===== src/rtl/core/ptc_pkg.sv =====
// shared types, constants and arithmetic helpers of the compensation block
package ptc_pkg;

  localparam logic [7:0]  ChipId      = 8'h58;
  localparam logic [31:0] POffset     = 32'd64000;
  localparam logic [31:0] PRawFull    = 32'd1048576;
  localparam logic [31:0] PScale      = 32'd3125;
  localparam logic [31:0] PHalfRange  = 32'h8000_0000;
  localparam logic [31:0] POne        = 32'd32768;
  localparam logic [31:0] TRound      = 32'd128;
  localparam int          QueueDepth  = 4;
  localparam int          CfgIdxW     = 3;
  localparam int          DivBits     = 32;

  typedef enum logic [CfgIdxW-1:0] {
    RegT1, RegT2, RegT3, RegP1, RegP23, RegP45, RegP67, RegP89
  } reg_idx_e;

  typedef struct packed {
    logic [15:0] t1;
    logic [15:0] t2;
    logic [15:0] t3;
    logic [15:0] p1;
    logic [31:0] p23;
    logic [31:0] p45;
    logic [31:0] p67;
    logic [31:0] p89;
  } cfg_t;

  typedef struct packed {
    logic        ok;
    logic [19:0] adc_t;
    logic [19:0] adc_p;
  } meas_t;

  typedef struct packed {
    logic        ok;
    logic        zero;
    logic        dbl;
    logic [19:0] adc_p;
    logic [19:0] adc_t;
    logic [31:0] temp;
    logic [31:0] x;
    logic [31:0] y;
    logic [31:0] z;
    logic [31:0] w;
  } stage_t;

  typedef struct packed {
    logic        ok;
    logic        zero;
    logic        dbl;
    logic [31:0] temp;
  } dside_t;

  function automatic logic [31:0] mul_lo(input logic [31:0] a, input logic [31:0] b);
    logic [63:0] p;
    p = a * b;
    return p[31:0];
  endfunction

  function automatic logic [31:0] asr(input logic [31:0] v, input int unsigned n);
    return $unsigned($signed(v) >>> n);
  endfunction

  function automatic logic [31:0] sx16(input logic [15:0] v);
    return {{16{v[15]}}, v};
  endfunction

endpackage


===== src/rtl/core/ptc_fifo.sv =====
// short queue between front end and datapath
module ptc_fifo #(
  parameter int Depth = ptc_pkg::QueueDepth
) (
  input  logic           clk_i,
  input  logic           rst_ni,
  input  logic           push_i,
  input  ptc_pkg::meas_t data_i,
  output logic           full_o,
  input  logic           pop_i,
  output logic           empty_o,
  output ptc_pkg::meas_t data_o
);

  localparam int PtrW = $clog2(Depth);
  localparam int CntW = $clog2(Depth + 1);

  ptc_pkg::meas_t  mem_q [Depth];
  logic [PtrW-1:0] wr_q, wr_d, rd_q, rd_d;
  logic [CntW-1:0] cnt_q, cnt_d;

  assign full_o  = (cnt_q == CntW'(Depth));
  assign empty_o = (cnt_q == '0);
  assign data_o  = mem_q[rd_q];

  always_comb begin
    wr_d  = wr_q;
    rd_d  = rd_q;
    cnt_d = cnt_q;
    if (push_i) begin
      wr_d = (wr_q == PtrW'(Depth - 1)) ? '0 : wr_q + 1'b1;
    end
    if (pop_i) begin
      rd_d = (rd_q == PtrW'(Depth - 1)) ? '0 : rd_q + 1'b1;
    end
    if (push_i && !pop_i) begin
      cnt_d = cnt_q + 1'b1;
    end else if (pop_i && !push_i) begin
      cnt_d = cnt_q - 1'b1;
    end
  end

  always_ff @(posedge clk_i or negedge rst_ni) begin
    if (!rst_ni) begin
      wr_q  <= '0;
      rd_q  <= '0;
      cnt_q <= '0;
    end else begin
      wr_q  <= wr_d;
      rd_q  <= rd_d;
      cnt_q <= cnt_d;
    end
  end

  always_ff @(posedge clk_i) begin
    if (push_i) begin
      mem_q[wr_q] <= data_i;
    end
  end

`ifndef ASSERT_OFF
  a_cnt_range: assert property (@(posedge clk_i) disable iff (!rst_ni)
    cnt_q <= CntW'(Depth)) else $error("queue count beyond depth");
  a_no_push_full: assert property (@(posedge clk_i) disable iff (!rst_ni)
    push_i |-> !full_o) else $error("push into full queue");
  a_no_pop_empty: assert property (@(posedge clk_i) disable iff (!rst_ni)
    pop_i |-> !empty_o) else $error("pop from empty queue");
`endif

endmodule


===== config.mk =====
export PLATFORM = sky130hd
export DESIGN_NAME = ptc_fifo
export DESIGN_NICKNAME = d
export VERILOG_FILES = /design/src/rtl/core/ptc_pkg.sv /design/src/rtl/core/ptc_fifo.sv
export SDC_FILE = /design/constraint.sdc
export NUM_CORES = 1
export LEC_CHECK = 0
export ABC_AREA = 1
export BUFFER_PORTS_ARGS = -buffer_cell sky130_fd_sc_hd__buf_4
export CAP_MARGIN = 20
export CORE_UTILIZATION = 25
export CTS_CLUSTER_DIAMETER = 120
export DETAILED_ROUTE_END_ITERATION = 7
export GPL_ROUTABILITY_DRIVEN = 0
export SLEW_MARGIN = 30
export SYNTH_ARGS = -nofsm -noshare
export SYNTH_HDL_FRONTEND = slang
export SYNTH_SLANG_ARGS = --single-unit

===== constraint.sdc =====
create_clock -name clk_i -period 4.4 [get_ports clk_i]
set_clock_uncertainty 0.05 [all_clocks]
set_input_delay 0.44 -clock clk_i [delete_from_list [all_inputs] [get_ports clk_i]]
set_output_delay 0.44 -clock clk_i [all_outputs]
set_load 0.02 [all_outputs]

==> flow_metrics.env <==
export IMPL_status="complete, no violations"
export IMPL_area_growth_pct=21.32
export IMPL_period_share_pct=71.24
export IMPL_final_nets=667
export IMPL_die_h_um=169.1
export IMPL_post_cts_resized=0
export IMPL_num_fill_cells=2783
export IMPL_setup_viol=0
export IMPL_portBuffers=87
export IMPL_grt_use_total_pct=9.925
export IMPL_dp_cells=967
export IMPL_firstDrtPassIters=6
export IMPL_tns_ps=0
export IMPL_final_cells=1000
export IMPL_leakagePower_nw=3.361
export IMPL_p_per_area_nw_per_um2=646.1
export IMPL_diodes=0
export IMPL_post_cts_repair_setup_buffers=0
export IMPL_route_antenna_remaining_nets=0
export IMPL_drt_iter0_drc=156
export IMPL_ir_drop_mv=0.2277
export IMPL_clk_pin_slew_ps=60
export IMPL_ys_seq_area_share_pct=73.02
export IMPL_wirelength_um=13480
export IMPL_syn_inst=531
export IMPL_hold_viol_final=0
export IMPL_rows=60
export IMPL_slew_headroom_pct=48.57
export IMPL_clock_path_buffers=2
export IMPL_synth_seq_cells=171
export IMPL_cts_inserted_buffers=17
export IMPL_drc=0
export IMPL_cp_arrival_ps=2640
export IMPL_overflow=0
export IMPL_period_minus_slack_ps=3134
export IMPL_worst_pin_slew_ps=770.5
export IMPL_cts_tree="done"
export IMPL_syn_area_per_cell_um2=13.15
export IMPL_final_max_slew_viol_count=0
export IMPL_grt_max_degree=73
export IMPL_drive_gt1_share_pct=19.75
export IMPL_ios=88
export IMPL_rsz0062_at_grt="false"
export IMPL_path_class="reg2out"
export IMPL_synth_cell_types=17
export IMPL_clock_sinks=171
export IMPL_antenna_found_initial=0
export IMPL_htreeDepth=4
export IMPL_drt_wirelength_per_cell_um=13.48
export IMPL_core_um2=27180
export IMPL_required_ps=3910
export IMPL_worstPathMaxFanout=43
export IMPL_first_global_vias=3939
export IMPL_start_util_pct=25.70
export IMPL_max_freq_ghz=0.3190
export IMPL_dpl_hpwl_um=8157
export IMPL_vias=3939
export IMPL_critPathLaunchType="flip-flop"
export IMPL_syn_num_nets=583
export IMPL_endpoint_kind="primary output"
export IMPL_ys_warn_count=0
export IMPL_routed_via_density=3.939
export IMPL_cts_hold_buf=1
export IMPL_synth_area_um2=6984
export IMPL_hp_class="in2reg"
export IMPL_ctsRootBufferMaster="clkbuf_16"
export IMPL_die_w_um=169.1
export IMPL_maxCapViolCount=0
export IMPL_grt_pass1_wl_um=21160
export IMPL_dieArea_um2=28610
export IMPL_insertion_delay_ps=400
synth_stat cells:
cell        n  area, µm²
buf_6      17      191.4
inv_2       2      7.510
inv_1      93      349.1
edfxtp_1  164       4925
o21ai_1     1      5.000
nand2_1   139      521.8
fa_1        1      20.02
dfrtp_1     7      175.2
o21ai_0     3      15.01
nor3_1      2      10.01
xnor2_1     1      8.760
o211ai_1   82      615.6
nor2_1      1      3.750
buf_2      10      50.05
ha_1        6      75.07
nand4_1     1      6.260
nand3_1     1      5.000
cell families (layout without fill, tap and decap cells):
group                    after synthesis  count (layout)  share of synthesized area, %
AO/OA/AOI/OAI                         86              86                         9.101
adder cells (fa/ha/maj)                7               7                         1.362
AND/OR/NAND/NOR                      144             144                         7.829
flip-flops                           171             171                         73.02
buffers and inverters                122             219                         8.563
XOR/XNOR                               1               1                        0.1254
worst max-delay path: stages, from the launching register on:
cell and delay, ps:
dfrtp_2 340, buf_4 460, clkinv_2 780, o211ai_1 330, nand2_1 130, buf_4 180
layer usage:
metal / vias up / wire [µm] / global-route usage, %
met5: - / 0 / 0
met2: 61 / 7041 / 17.71
met3: 4 / 502 / 2.542
li1: 2013 / - / -
met4: 0 / 109 / 3.525
met1: 1861 / 5830 / 11.46
where the power goes:
group	switching, mW	total, mW	internal, mW
registers	0.0758	2.17	2.09
logic	1.24	1.88	0.649
clock network	0.591	1.42	0.830
through the flow:
stage	hold slack [ps]	util [%]	setup WS, ps	total power [mW]	cell area [µm²]
floorplan	94.41	-	2489	3.502	6984
global placement	215.4	29.05	1903	4.126	7895
detailed placement	213.2	29.08	1890	4.144	7903
CTS	158.0	31.17	1445	5.569	8472
global route	157.7	31.18	961.8	5.818	8473
finish	183.8	31.18	1266	5.475	8473
final cells by class:
type | instances | area (µm²) | area share [%]
multi-input combinational | 238 | 1286 | 15.18
tap | 372 | 465.4 | 5.493
sequential | 171 | 5101 | 60.20
inverter | 95 | 367.9 | 4.341
clock inverter | 13 | 126.4 | 1.491
clock buffer | 19 | 432.9 | 5.109
timing repair buffer | 92 | 693.2 | 8.181
sequential cells by signal, indices dropped and copies added, names as in the netlist:
signal	count
wr_q	2
cnt_q	3
mem_q	164
rd_q	2
path summary, 6_finish.rpt:
| check | start | endpoint | slack (ps) | cells after the start |
|---|---|---|---|---|
| worst max-delay path | rd_q[1] | data_o[26] | 1270 | 5 |
| worst min-delay path | data_i[1] | mem_q[1][1] | 180 | 1 |
| worst max register to register | rd_q[1] | rd_q[1] | 2260 | 3 |
| worst min register to register | cnt_q[2] | cnt_q[2] | 450 | 2 |
| max in group asynchronous | rst_ni | rd_q[1] | 3830 | 2 |
| min in group asynchronous | rst_ni | cnt_q[2] | 330 | 2 |
placed cells by master (no fill, tap or decap), types with 2 or more instances in the layout:
master | synthesis | layout
ha_1 | 6 | 6
bufinv_16 | 0 | 2
clkinv_1 | 0 | 4
clkinv_4 | 0 | 2
nand2_1 | 139 | 139
o211ai_1 | 82 | 82
inv_4 | 0 | 4
edfxtp_1 | 164 | 164
inv_1 | 93 | 89
o21ai_0 | 3 | 3
nor3_1 | 2 | 2
dfrtp_1 | 7 | 6
clkbuf_1 | 0 | 2
clkinv_2 | 0 | 3
clkinvlp_4 | 0 | 2
buf_4 | 0 | 91
clkbuf_16 | 0 | 17
No activity file was read; power rests on OpenSTA's default activity.
